==> src/hw/rtl/adaf_pkg.sv <==
`default_nettype none

package adaf_pkg;

   localparam int REQ_DATA_W = 16;
   localparam int SAMPLE_W   = 12;
   localparam int DIST_W     = 12;
   localparam int BYTE_W     = 8;
   localparam int POS_W      = 3;

   localparam logic [9:0] SCALE_NUM   = 10'd675;
   localparam int         SCALE_SHIFT = 10;

   localparam logic [BYTE_W-1:0] CH_STX  = 8'h02;
   localparam logic [BYTE_W-1:0] CH_DOT  = 8'h2E;
   localparam logic [BYTE_W-1:0] CH_CR   = 8'h0D;
   localparam logic [BYTE_W-1:0] CH_ETX  = 8'h03;
   localparam logic [BYTE_W-1:0] CH_ZERO = 8'h30;

   localparam logic [POS_W-1:0] POS_STX  = 3'd0;
   localparam logic [POS_W-1:0] POS_THOU = 3'd1;
   localparam logic [POS_W-1:0] POS_DOT  = 3'd2;
   localparam logic [POS_W-1:0] POS_HUN  = 3'd3;
   localparam logic [POS_W-1:0] POS_TEN  = 3'd4;
   localparam logic [POS_W-1:0] POS_ONE  = 3'd5;
   localparam logic [POS_W-1:0] POS_CR   = 3'd6;
   localparam logic [POS_W-1:0] POS_ETX  = 3'd7;

endpackage

`default_nettype wire

==> src/hw/rtl/adc_distance_ascii_framer_unit.sv <==
// Converts a 12-bit ADC sample into a distance, floor(sample * 675 / 1024) in
// thousandths of a cm, and sends it as an 8-byte ASCII frame: STX, thousands
// digit, '.', hundreds, tens and units digits, CR and ETX.
// The req channel carries one sample per transaction in req_tdata[11:0].
// The rsp channel carries one frame byte per transaction in rsp_tdata, with
// rsp_tlast high on the ETX byte.
// A sample passes four register stages (scale, thousands digit, hundreds
// digit, tens and units digits) in that order, and its STX byte is offered
// from the last of them.
// The frame register sends one byte per cycle while the receiver is ready. The
// stages keep taking samples while a frame is being sent, until every stage
// holds one.
// When the receiver stalls, the current byte holds and the stages behind it
// fill up and then hold; no sample or byte is lost or repeated.
// A synchronous reset empties all stages and drops rsp_tvalid.
`default_nettype none

module adc_distance_ascii_framer_unit
   import adaf_pkg::*;
(
   input  wire logic                  clock,
   input  wire logic                  reset,
   input  wire logic                  req_tvalid,
   output logic                       req_tready,
   input  wire logic [REQ_DATA_W-1:0] req_tdata,   // [11:0] sample
   output logic                       rsp_tvalid,
   input  wire logic                  rsp_tready,
   output logic [BYTE_W-1:0]          rsp_tdata,   // [7:0] tx_byte
   output logic                       rsp_tlast    // frame_end
);

   logic                s1_v_ff, s1_v_in;
   logic [DIST_W-1:0]   s1_dist_ff, s1_dist_in;
   logic [21:0]         s1_prod;

   logic                s2_v_ff, s2_v_in;
   logic [1:0]          s2_thou_ff, s2_thou_in;
   logic [9:0]          s2_rem_ff, s2_rem_in;

   logic                s3_v_ff, s3_v_in;
   logic [1:0]          s3_thou_ff, s3_thou_in;
   logic [3:0]          s3_hun_ff, s3_hun_in;
   logic [6:0]          s3_rem_ff, s3_rem_in;
   logic [15:0]         s3_hmul;
   logic [9:0]          s3_h100;

   logic                fr_v_ff, fr_v_in;
   logic [POS_W-1:0]    fr_pos_ff, fr_pos_in;
   logic [1:0]          fr_thou_ff, fr_thou_in;
   logic [3:0]          fr_hun_ff, fr_hun_in;
   logic [3:0]          fr_ten_ff, fr_ten_in;
   logic [3:0]          fr_one_ff, fr_one_in;
   logic [13:0]         fr_tmul;
   logic [6:0]          fr_t10;

   logic                rsp_hs, fr_done, fr_rdy, s3_rdy, s2_rdy, s1_rdy;

   assign rsp_hs  = rsp_tvalid & rsp_tready;
   assign fr_done = rsp_hs & (fr_pos_ff == POS_ETX);
   assign fr_rdy  = ~fr_v_ff | fr_done;
   assign s3_rdy  = ~s3_v_ff | fr_rdy;
   assign s2_rdy  = ~s2_v_ff | s3_rdy;
   assign s1_rdy  = ~s1_v_ff | s2_rdy;

   assign req_tready = s1_rdy;

   always_comb begin
      s1_prod    = 22'(req_tdata[SAMPLE_W-1:0]) * 22'(SCALE_NUM);
      s1_v_in    = s1_rdy ? req_tvalid : s1_v_ff;
      s1_dist_in = s1_rdy ? s1_prod[SCALE_SHIFT +: DIST_W] : s1_dist_ff;
   end

   always_comb begin
      s2_v_in    = s2_rdy ? s1_v_ff : s2_v_ff;
      s2_thou_in = s2_thou_ff;
      s2_rem_in  = s2_rem_ff;
      if (s2_rdy) begin
         if (s1_dist_ff >= 12'd2000) begin
            s2_thou_in = 2'd2;
            s2_rem_in  = 10'(s1_dist_ff - 12'd2000);
         end else if (s1_dist_ff >= 12'd1000) begin
            s2_thou_in = 2'd1;
            s2_rem_in  = 10'(s1_dist_ff - 12'd1000);
         end else begin
            s2_thou_in = 2'd0;
            s2_rem_in  = s1_dist_ff[9:0];
         end
      end
   end

   always_comb begin
      s3_hmul    = 16'(s2_rem_ff) * 16'd41;
      s3_h100    = 10'(s3_hmul[15:12]) * 10'd100;
      s3_v_in    = s3_rdy ? s2_v_ff : s3_v_ff;
      s3_thou_in = s3_rdy ? s2_thou_ff : s3_thou_ff;
      s3_hun_in  = s3_rdy ? s3_hmul[15:12] : s3_hun_ff;
      s3_rem_in  = s3_rdy ? 7'(s2_rem_ff - s3_h100) : s3_rem_ff;
   end

   always_comb begin
      fr_tmul    = 14'(s3_rem_ff) * 14'd103;
      fr_t10     = 7'(fr_tmul[13:10]) * 7'd10;
      fr_v_in    = fr_v_ff;
      fr_pos_in  = fr_pos_ff;
      fr_thou_in = fr_thou_ff;
      fr_hun_in  = fr_hun_ff;
      fr_ten_in  = fr_ten_ff;
      fr_one_in  = fr_one_ff;
      if (fr_rdy) begin
         fr_v_in    = s3_v_ff;
         fr_pos_in  = POS_STX;
         fr_thou_in = s3_thou_ff;
         fr_hun_in  = s3_hun_ff;
         fr_ten_in  = fr_tmul[13:10];
         fr_one_in  = 4'(s3_rem_ff - fr_t10);
      end else if (rsp_hs) begin
         fr_pos_in  = fr_pos_ff + 3'd1;
      end
   end

   always_ff @(posedge clock) begin
      if (reset) begin
         s1_v_ff   <= 1'b0;
         s2_v_ff   <= 1'b0;
         s3_v_ff   <= 1'b0;
         fr_v_ff   <= 1'b0;
         fr_pos_ff <= POS_STX;
      end else begin
         s1_v_ff   <= s1_v_in;
         s2_v_ff   <= s2_v_in;
         s3_v_ff   <= s3_v_in;
         fr_v_ff   <= fr_v_in;
         fr_pos_ff <= fr_pos_in;
      end
   end

   always_ff @(posedge clock) begin
      s1_dist_ff <= s1_dist_in;
      s2_thou_ff <= s2_thou_in;
      s2_rem_ff  <= s2_rem_in;
      s3_thou_ff <= s3_thou_in;
      s3_hun_ff  <= s3_hun_in;
      s3_rem_ff  <= s3_rem_in;
      fr_thou_ff <= fr_thou_in;
      fr_hun_ff  <= fr_hun_in;
      fr_ten_ff  <= fr_ten_in;
      fr_one_ff  <= fr_one_in;
   end

   always_comb begin
      case (fr_pos_ff)
         POS_STX:  rsp_tdata = CH_STX;
         POS_THOU: rsp_tdata = CH_ZERO | BYTE_W'(fr_thou_ff);
         POS_DOT:  rsp_tdata = CH_DOT;
         POS_HUN:  rsp_tdata = CH_ZERO | BYTE_W'(fr_hun_ff);
         POS_TEN:  rsp_tdata = CH_ZERO | BYTE_W'(fr_ten_ff);
         POS_ONE:  rsp_tdata = CH_ZERO | BYTE_W'(fr_one_ff);
         POS_CR:   rsp_tdata = CH_CR;
         POS_ETX:  rsp_tdata = CH_ETX;
         default:  rsp_tdata = CH_ETX;
      endcase
   end

   assign rsp_tvalid = fr_v_ff;
   assign rsp_tlast  = (fr_pos_ff == POS_ETX);

endmodule

`default_nettype wire

==> config.mk <==
export PLATFORM = sky130hd
export DESIGN_NAME = adc_distance_ascii_framer_unit
export DESIGN_NICKNAME = d
export VERILOG_FILES = /design/src/hw/rtl/adaf_pkg.sv /design/src/hw/rtl/adc_distance_ascii_framer_unit.sv
export SDC_FILE = /design/constraint.sdc
export NUM_CORES = 1
export LEC_CHECK = 0
export BUFFER_PORTS_ARGS = -buffer_cell sky130_fd_sc_hd__buf_2
export CAP_MARGIN = 20
export CORE_AREA = 5 5 109 111
export DETAILED_ROUTE_END_ITERATION = 8
export DIE_AREA = 0 0 114 116
export HOLD_SLACK_MARGIN = 0.15
export PLACE_DENSITY = 0.89
export SLEW_MARGIN = 5
export SYNTH_ARGS = -nofsm -noshare
export SYNTH_HDL_FRONTEND = slang
export SYNTH_SLANG_ARGS = --single-unit
==> constraint.sdc <==
create_clock -name clock -period 4.5 [get_ports clock]
set_input_delay 0.9 -clock clock [delete_from_list [all_inputs] [get_ports clock]]
set_output_delay 0.9 -clock clock [all_outputs]
set_load 0.01 [all_outputs]
==> impl_metrics.csv, run 1 <==
group,metric,value,unit
final_layout,fin_nets,849,
critical_path,worstReg2RegEnd,"s3_rem_ff[6]",
sta,holdWs,0.428,ns
clocking,htreeDepth,3,
sta,worst_pin_slew,0.903,ns
route,first_pass_iters,5,
floorplanning,initial_core_util,56.3,%
logic_synthesis,syn_avg_cell_area,10.9,um2
sta,slew-limit-headroom,39.4,%
clocking,clock_sinks,58,
clocking,root_buffer,"clkbuf_8",
sta,rsz0062_at_grt,"true",
sta,fin_crit,4.58,ns
logic_synthesis,synth-seq-area-share,27.8,%
worst_hold_path,hold_path.class,"flop to flop",
critical_path,path_cells,"buf_4 > ha_1 > fa_1 > ha_4 > ha_1 > nand3_1 > o21ai_1 > a221o_1 > a41oi_2 > a21oi_2 > xor2_1 > ha_1 > inv_1 > ha_4 > a21oi_2 > xnor2_1 > xnor3_1",
critical_path,slowest_delay,0.53,ns
clocking,cts.reportedPaths.clkPinSlew,0.07,ns
placed_design,finalWeightedCongestion,0.919,
route,drt_first_iter_violations,416,
logic_synthesis,ys_types,52,
job,maxCapViolCount,0,
critical_path,cp-end-kind,"flop",
floorplanning,dieArea,0.0132,mm2
route,viasPerCell,6.06,
floorplanning,die_w,114,um
clocking,cts_buffers,9,
logic_synthesis,synth-seq-cells,58,
critical_path,crit_fanout,3,
floorplanning,fp-row-count,38,
logic_synthesis,async_reset_ff_share,0,%
sta,fmax,0.218,GHz
final_layout,final_common_cell,"ha_1",
final_layout,fillers,671,
logic_synthesis,yosysWarnings,0,
final_layout,syn2layout_area_growth,19.8,%
critical_path,cp.depth,17,
grt,grt_max_degree,15,
grt,antenna_found_initial,0,
grt,track_usage,20.3,%
route,drcViolationCount,0,
run_status,status,"finished with violations",
logic_synthesis,synth_cells,551,
clocking,cts_tree,"yes",
run_status,violations,"negative setup slack",
sta,finalCritPeriodShare,102,%
final_layout,most-common-layout-cells,"ha_1, inv_1, buf_4",
floorplanning,core,0.0107,mm2
critical_path,crit_slowest_cell,"fa_1",
logic_synthesis,synth_area_leaders,"ha_1, edfxtp_1, fa_1",
grt,grt_pass1_vias,4765,
final_layout,multiInputGateArea,0.00429,mm2
clocking,cts_max_path_buffers,2,
logic_synthesis,netlist_area,0.00602,mm2
route,antenna_left,0,
critical_path,r2r.worst_path.cells,17,
route,routed_wl,15700,um
grt,grt_pass1_wl,21500,um
critical_path,critical_path_class,"flop to flop",
critical_path,worstPathBufferInverterCount,2,
critical_path,cpLargestDelayFamily,"adder cells",
final_layout,seq_area,0.00167,mm2
critical_path,cp-startpoint,"s2_rem_ff[2]",
final_layout,antenna_cells,0,
route,via_count,4746,
logic_synthesis,synth_edf_count,51,
sta,skew,0.0150,ns
floorplanning,die_height,116,um
critical_path,crit_path_end,"s3_rem_ff[6]",
sta,setup_violations,2,
clocking,clkLatencyLatePin,0.34,ns
critical_path,r2r_start,"s2_rem_ff[2]",
sta,fin_ws,-0.0806,ns
clocking,holdBufCountCts,0,
floorplanning,io_pins,31,
critical_path,arrival,4.66,ns
critical_path,cp.required,4.58,ns
critical_path,crit_path_frequent_cell,"ha_1",
final_layout,drive_gt1_share,21.9,%
logic_synthesis,synthFlopType,"edfxtp_1",
sta,maxSlewViolCount,0,
sta,hold_violations,0,
placed_design,io_buffers,24,
route,wire_per_inst,20.0,um
logic_synthesis,synth.top_cell.area_share,33.0,%
logic_synthesis,yosysTopAreaCell,"ha_1",
critical_path,startpoint_type,"flop",
grt,grt_overflow_total,0,
placed_design,hpwl,10200,um
critical_path,rrSetupSlack,-0.08,ns
[cell families (layout without fill, tap and decap cells)]
kind of cell / count (synthesis) / in the layout / share of synthesized area (%)
compound gates: 98 / 98 / 10.8
xor+xnor: 32 / 32 / 5.11
fa+ha+maj: 191 / 191 / 43.7
buf+inv: 95 / 186 / 6.05
flops: 58 / 58 / 27.8
mux: 2 / 2 / 0.333
other cells: 1 / 2 / 0.0623
simple gates: 74 / 74 / 6.23
[what timing repair did]
item / in CTS / in global routing
resized for setup: 7 / 40
pin swaps: 12 / 24
endpoints found under the setup margin: 6 / 10
setup buffers: 9 / 11
[worst reg2reg max path: cells and delay by family, from the launching register on]
family          cells  cell delay [ns]
compound gates      5             1.04
fa+ha+maj           6             1.76
buf+inv             2             0.28
flops               1             0.46
xor+xnor            3             0.68
simple gates        1             0.10
[synth_stat cells, drive strengths merged (2+ instances only)]
library cell	instances
ha	159
inv	93
edfxtp	51
a21oi	33
fa	32
nor2	20
o21ai	19
xnor2	18
nand2	12
xor2	12
nand3	10
a21o	9
dfxtp	7
a211oi	5
and3	5
nand2b	5
nor3	5
o21a	5
or3	5
a21boi	4
a221o	3
nand4	3
o211ai	3
o21bai	3
a221oi	2
a22oi	2
and2	2
and4	2
buf	2
mux2i	2
xnor3	2
[stage by stage]
step | instance area, um2 | TNS [ns] | utilization (%) | std cells | setup slack (ns)
after floorplan | 6050 | 0 | - | 552 | 0.0150
after detailed placement | 6580 | -3.84 | 61.5 | 747 | -0.500
final | 7210 | -0.108 | 67.4 | 783 | -0.0806
after global routing | 7210 | -0.499 | 67.4 | 783 | -0.185
after global placement | 6580 | -1.54 | 61.5 | 747 | -0.254
after CTS | 6870 | -0.0768 | 64.2 | 772 | -0.0768
[worst min path at each step]
| stage | start | end | slack (ns) | depth (start not counted) |
|---|---|---|---|---|
| after floorplan | s3_hun_ff[0] | fr_hun_ff[0] | 0.40 | 0 |
| after global placement | s2_thou_ff[0] | s3_thou_ff[0] | 0.40 | 0 |
| after detailed placement | s3_thou_ff[1] | fr_thou_ff[1] | 0.41 | 0 |
| after CTS | s3_thou_ff[1] | fr_thou_ff[1] | 0.42 | 0 |
| after global routing | s2_thou_ff[1] | s3_thou_ff[1] | 0.44 | 0 |
| final | s3_hun_ff[1] | fr_hun_ff[1] | 0.43 | 0 |
[metal layers]
metal | vias to the layer above | wire, um | track usage [%] | share of wire, %
li1 | 2122 | - | - | -
met1 | 2277 | 5720 | 21.8 | 36
met2 | 240 | 7950 | 38.2 | 51
met3 | 107 | 912 | 4.49 | 5.8
met4 | 0 | 1110 | 8.95 | 7.1
met5 | - | 0 | 0 | 0
[final cells by class]
class / instances / area share [%]
Tap cell: 140 / 2.43
Clock buffer: 12 / 2.31
Clock inverter: 4 / 0.347
Sequential cell: 58 / 23.2
Timing Repair Buffer: 77 / 7.41
Inverter: 93 / 4.84
Multi-Input combinational cell: 399 / 59.5
[sequential cells by signal (all words and copies together), names as in the netlist, 3 cells and up]
name,cells
s1_dist_ff,12
s2_rem_ff,10
s3_rem_ff,7
fr_hun_ff,4
fr_one_ff,4
fr_ten_ff,4
s3_hun_ff,4
fr_pos_ff,3
Power of run 1 is left out: the tool's default activity adds up to more than one toggle a clock period on the data nets, which glitch-free logic cannot reach.
==> inputs of run 2 (changes only) <==
--- a/config.mk
+++ b/config.mk
@@ -7,11 +7,12 @@
 export LEC_CHECK = 0
 export BUFFER_PORTS_ARGS = -buffer_cell sky130_fd_sc_hd__buf_2
 export CAP_MARGIN = 20
-export CORE_AREA = 5 5 109 111
+export CORE_AREA = 5 5 108 110
+export CTS_BUF_LIST = sky130_fd_sc_hd__clkbuf_2
 export DETAILED_ROUTE_END_ITERATION = 8
-export DIE_AREA = 0 0 114 116
+export DIE_AREA = 0 0 113 115
 export HOLD_SLACK_MARGIN = 0.15
-export PLACE_DENSITY = 0.89
+export PLACE_DENSITY = 0.9
 export SLEW_MARGIN = 5
 export SYNTH_ARGS = -nofsm -noshare
 export SYNTH_HDL_FRONTEND = slang
==> impl_metrics.csv, run 2 (same netlist as run 1, synthesis figures left out) <==
group,metric,value,unit
route,drt_first_iter_violations,308,
floorplanning,die_height,115,um
grt,grt_overflow_total,0,
final_layout,fin_nets,839,
sta,rsz0062_at_grt,"true",
placed_design,finalWeightedCongestion,0.907,
sta,fin_crit,4.43,ns
clocking,root_buffer,"clkbuf_2",
sta,hold_violations,0,
clocking,cts_tree,"yes",
placed_design,io_buffers,24,
route,viasPerCell,5.81,
sta,finalCritPeriodShare,98.4,%
final_layout,syn2layout_area_growth,15.3,%
floorplanning,core,0.0106,mm2
route,first_pass_iters,5,
route,via_count,4496,
route,drcViolationCount,0,
clocking,cts_max_path_buffers,2,
final_layout,top_regs,"s1_dist_ff: 12 flops, s2_rem_ff: 10 flops, s3_rem_ff: 7 flops",
run_status,status,"complete, no violations",
floorplanning,dieArea,0.0130,mm2
grt,grt_pass1_wl,21900,um
clocking,clkLatencyLatePin,0.50,ns
final_layout,fillers,667,
grt,antenna_found_initial,0,
final_layout,final_area,0.00694,mm2
sta,fmax,0.226,GHz
worst_hold_path,hold_path.class,"flop to flop",
final_layout,largest_reg_flops,12,
grt,track_usage,20.8,%
final_layout,drive_gt1_share,18.3,%
sta,worst_pin_slew,0.965,ns
sta,skew,0.0269,ns
clocking,cts.reportedPaths.clkPinSlew,0.17,ns
clocking,clock_sinks,58,
route,antenna_left,0,
placed_design,hpwl,10500,um
floorplanning,initial_core_util,56.8,%
critical_path,startpoint_type,"flop",
grt,grt_pass1_vias,4902,
job,maxCapViolCount,0,
floorplanning,io_pins,31,
critical_path,cp-end-kind,"flop",
critical_path,cp.required,4.77,ns
floorplanning,fp-row-count,38,
route,routed_wl,13400,um
clocking,cts_buffers,9,
critical_path,arrival,4.69,ns
critical_path,crit_fanout,3,
final_layout,final_common_cell,"ha_1",
grt,grt_max_degree,15,
sta,maxSlewViolCount,0,
floorplanning,die_w,113,um
sta,setup_violations,0,
route,wire_per_inst,17.3,um
critical_path,critical_path_class,"flop to flop",
clocking,htreeDepth,3,
final_layout,most-common-layout-cells,"ha_1, inv_1, edfxtp_1",
placed_design,place_area,0.00656,mm2
final_layout,largest-register,"s1_dist_ff",
sta,slew-limit-headroom,35.3,%
run 2: area by class of cell:
cell class / instances / area, um2 / share of cell area (%)
multi-input cells: 399 / 4150 / 59.7
flip-flops and latches: 58 / 1670 / 24.1
repair buffers: 67 / 443 / 6.38
inverters: 93 / 349 / 5.03
well taps: 140 / 175 / 2.52
clock inverters: 5 / 103 / 1.48
clock buffers: 11 / 55.1 / 0.793
diodes: 1 / 2.50 / 0.0360
run 2: repair_timing:
item                       CTS  global route
setup endpoints to repair    3             7
setup buffers                1            12
pin swaps                    0            19
hold buffers                 0             0
gates resized for setup      3            20
run 2: per-stage QoR:
| stage | setup slack [ns] | setup TNS (ns) | util (%) | instances | hold WS [ns] |
|---|---|---|---|---|---|
| floorplan | 0.0150 | 0 | - | 552 | 0.400 |
| global placement | -0.245 | -1.52 | 61.8 | 744 | 0.404 |
| global route | -0.0842 | -0.146 | 65.5 | 773 | 0.438 |
| detailed placement | -0.573 | -3.86 | 61.8 | 744 | 0.405 |
| CTS | -0.0750 | -0.0750 | 63.5 | 761 | 0.432 |
| finish | 0.0717 | 0 | 65.5 | 774 | 0.447 |
run 2: path summary, 6_finish.rpt:
kind	startpoint	endpoint	slack [ns]	cells after the start
worst max register to register	s2_rem_ff[4]	s3_rem_ff[6]	0.07	16
worst min-delay path	s3_thou_ff[1]	fr_thou_ff[1]	0.45	0
worst max-delay path	s2_rem_ff[4]	s3_rem_ff[6]	0.07	16
worst min register to register	s3_thou_ff[1]	fr_thou_ff[1]	0.45	0
run 2: worst max-delay path, cell delays in order, from the launching register on:
cell	delay, ns
edfxtp_1	0.48
buf_4	0.17
ha_1	0.30
fa_1	0.46
ha_1	0.30
ha_1	0.28
a21o_1	0.16
a221o_1	0.40
a41oi_2	0.25
a21oi_2	0.09
xor2_1	0.24
ha_1	0.28
inv_2	0.07
ha_4	0.20
a21oi_2	0.14
xnor2_1	0.14
xnor3_1	0.24
run 2: per-layer routing:
| layer | vias to the layer above | track usage, % | part of all wire (%) | wire, um |
|---|---|---|---|---|
| met3 | 52 | 4.05 | 4.6 | 610 |
| met5 | - | 0 | 0 | 0 |
| met2 | 136 | 39.3 | 53 | 7040 |
| li1 | 2107 | - | - | - |
| met1 | 2201 | 22.5 | 39 | 5220 |
| met4 | 0 | 9.62 | 3.8 | 503 |
Power of run 2 is left out for the same reason.
==> inputs of run 3 (changes only) <==
--- a/config.mk
+++ b/config.mk
@@ -5,14 +5,15 @@
 export SDC_FILE = /design/constraint.sdc
 export NUM_CORES = 1
 export LEC_CHECK = 0
+export ABC_AREA = 1
 export BUFFER_PORTS_ARGS = -buffer_cell sky130_fd_sc_hd__buf_2
 export CAP_MARGIN = 20
-export CORE_AREA = 5 5 108 110
+export CORE_AREA = 5 5 113 115
 export CTS_BUF_LIST = sky130_fd_sc_hd__clkbuf_2
 export DETAILED_ROUTE_END_ITERATION = 8
-export DIE_AREA = 0 0 113 115
+export DIE_AREA = 0 0 118 120
 export HOLD_SLACK_MARGIN = 0.15
-export PLACE_DENSITY = 0.9
+export PLACE_DENSITY = 0.91
 export SLEW_MARGIN = 5
 export SYNTH_ARGS = -nofsm -noshare
 export SYNTH_HDL_FRONTEND = slang
==> impl_metrics.csv, run 3 <==
group,metric,value,unit
route,top_layer_used,"met4",
sta,maxSlewViolCount,0,
logic_synthesis,synth.top_cell.area_share,29.8,%
clocking,cts_tree,"yes",
floorplanning,io_pins,31,
route,antenna_left,0,
clocking,cts_max_path_buffers,2,
critical_path,cp-end-kind,"flop",
sta,setup_violations,0,
floorplanning,fp-row-count,40,
clocking,htreeDepth,3,
sta,hold_violations,0,
route,drt_first_iter_violations,313,
route,wl_met1,5280,um
clocking,clock_sinks,58,
logic_synthesis,synth-seq-area-share,25.0,%
worst_hold_path,hold_end,"s3_thou_ff[0]",
grt,antenna_found_initial,0,
critical_path,cp.required,4.81,ns
route,wire_per_inst,15.0,um
logic_synthesis,synthFlopType,"edfxtp_1",
route,first_pass_iters,4,
final_layout,antenna_cells,0,
floorplanning,core,0.0117,mm2
grt,grt_max_degree,18,
critical_path,crit_fanout,4,
grt,grt_pass1_vias,5274,
critical_path,r2r.worst_path.cells,21,
floorplanning,die_w,118,um
sta,skew,0.0454,ns
logic_synthesis,netlist_area,0.00668,mm2
route,routed_wl,14400,um
route,route.met3.wl,460,um
placed_design,hpwl,11300,um
worst_hold_path,holdPathStages,0,
final_layout,final_area,0.00753,mm2
sta,worst_pin_slew,0.707,ns
sta,finalCritPeriodShare,98.9,%
placed_design,place_area,0.00714,mm2
critical_path,r2r_start,"s3_rem_ff[2]",
grt,grt_pass1_wl,22500,um
final_layout,final_common_cell,"ha_1",
logic_synthesis,yosysWarnings,0,
floorplanning,die_height,120,um
worst_hold_path,hold_path.class,"flop to flop",
logic_synthesis,syn_avg_cell_area,9.03,um2
logic_synthesis,async_reset_ff_share,0,%
clocking,cts.reportedPaths.clkPinSlew,0.19,ns
clocking,clkLatencyLatePin,0.51,ns
floorplanning,dieArea,0.0142,mm2
critical_path,arrival,4.76,ns
clocking,root_buffer,"clkbuf_2",
final_layout,largest-register,"s1_dist_ff",
sta,fin_crit,4.45,ns
final_layout,most-common-layout-cells,"ha_1, inv_1, nand2_1",
logic_synthesis,synth-seq-cells,58,
critical_path,critical_path_class,"flop to flop",
clocking,holdBufCountCts,0,
final_layout,drive_gt1_share,17.3,%
route,via_count,5233,
grt,grt_overflow_total,0,
job,maxCapViolCount,0,
route,drcViolationCount,0,
placed_design,finalWeightedCongestion,0.894,
logic_synthesis,yosys-top-cells-count,"ha_1, inv_1, nand2_1, edfxtp_1, a21oi_1",
placed_design,io_buffers,24,
sta,fmax,0.225,GHz
sta,holdWs,0.399,ns
critical_path,startpoint_type,"flop",
final_layout,largest_reg_flops,12,
clocking,cts_buffers,9,
worst_hold_path,hold_path_startpoint,"s2_thou_ff[0]",
route,viasPerCell,5.45,
sta,slew-limit-headroom,52.8,%
final_layout,utilization,64.3,%
grt,track_usage,19.1,%
logic_synthesis,yosysTopAreaCell,"ha_1",
logic_synthesis,synth.most_common_cell,"ha_1",
logic_synthesis,synth_edf_count,51,
critical_path,worstReg2RegEnd,"fr_one_ff[3]",
logic_synthesis,synth_cells,740,
final_layout,syn2layout_area_growth,12.8,%
route,wl_met2,8180,um
final_layout,fin_nets,1019,
logic_synthesis,ys_types,41,
critical_path,rrSetupSlack,0.05,ns
logic_synthesis,synth_area_leaders,"ha_1, edfxtp_1, fa_1",
floorplanning,initial_core_util,57.1,%
run_status,status,"complete, no violations",
final_layout,top_regs,"s1_dist_ff: 12 flops, s2_rem_ff: 10 flops, s3_rem_ff: 7 flops",
==> run 3: changes by cell type in the layout (fill, tap and decap cells not counted), sizes merged, moves of 7 or more <==
cell | before | now
nand2 | 12 | 137
inv | 93 | 141
nand3 | 10 | 31
a21oi | 33 | 49
nor2 | 20 | 31
xnor2 | 18 | 9
nand4 | 3 | 11
xor2 | 12 | 20
buf | 67 | 60
==> run 3: layout make-up <==
type	count	area, um2
clock buffers	10	50.0
clock inverters	6	33.8
flip-flops and latches	58	1670
fillers	875	4180
well taps	147	184
multi-input cells	536	4660
inverters	143	542
repair buffers	60	390
==> run 3: per-layer routing <==
layer	vias to the layer above	GRT usage (%)
met3	40	3.02
li1	2593	-
met2	124	38.6
met5	-	0
met1	2476	19.6
met4	0	6.88
==> run 3: logic make-up (layout without fill, tap and decap cells) <==
| group | after synthesis | after routing | synth area share [%] |
|---|---|---|---|
| and+or+nand+nor | 225 | 225 | 15.2 |
| adders and majority gates | 191 | 191 | 39.4 |
| buffers and inverters | 147 | 219 | 8.67 |
| AOI/OAI and AO/OA | 89 | 89 | 7.90 |
| DFF | 58 | 58 | 25.0 |
| xor gates and xnor gates | 29 | 29 | 3.80 |
| other | 1 | 2 | 0.0561 |
==> run 3: critical path: stages (launching register included) <==
cell and delay [ns]:
edfxtp_1 0.55, ha_4 0.34, inv_2 0.05, fa_1 0.47, inv_1 0.06, fa_1 0.58, ha_4 0.23, ha_4 0.25
a21oi_4 0.17, nor2_1 0.06, nor2_1 0.13, nand3_1 0.11, nand2_2 0.16, ha_4 0.15, inv_1 0.06, fa_2 0.40
xnor2_2 0.19, inv_1 0.08, nand2_2 0.08, nand2_1 0.05, nand2_1 0.05, nand2_1 0.05
==> run 3: worst max-delay path by stage <==
stage	from	end	slack, ns	cells after the start
after floorplan	req_tdata[1]	s1_dist_ff[9]	0.09	19
after global placement	req_tdata[1]	s1_dist_ff[9]	-0.12	20
after detailed placement	req_tdata[1]	s1_dist_ff[9]	-0.22	20
after CTS	s3_rem_ff[5]	fr_one_ff[3]	0.007	21
after global routing	s2_rem_ff[3]	s3_rem_ff[6]	-0.15	28
final	s3_rem_ff[2]	fr_one_ff[3]	0.05	21
==> run 3: repair_timing <==
action | 4_1_cts | 5_1_grt
gates cloned | 0 | 0
setup buffers | 3 | 8
setup endpoints to repair | 1 | 2
pin swaps | 0 | 17
resized for setup | 1 | 31
==> run 3: stage by stage <==
stage	setup slack [ns]	std cells	setup TNS (ns)
2_1_floorplan	0.0934	741	0
3_3_place_gp	-0.117	933	-0.420
3_5_place_dp	-0.225	933	-1.44
4_1_cts	0.00712	952	0
5_1_grt	-0.148	960	-0.185
6_report	0.0480	960	0
Power of run 3 is left out for the same reason.
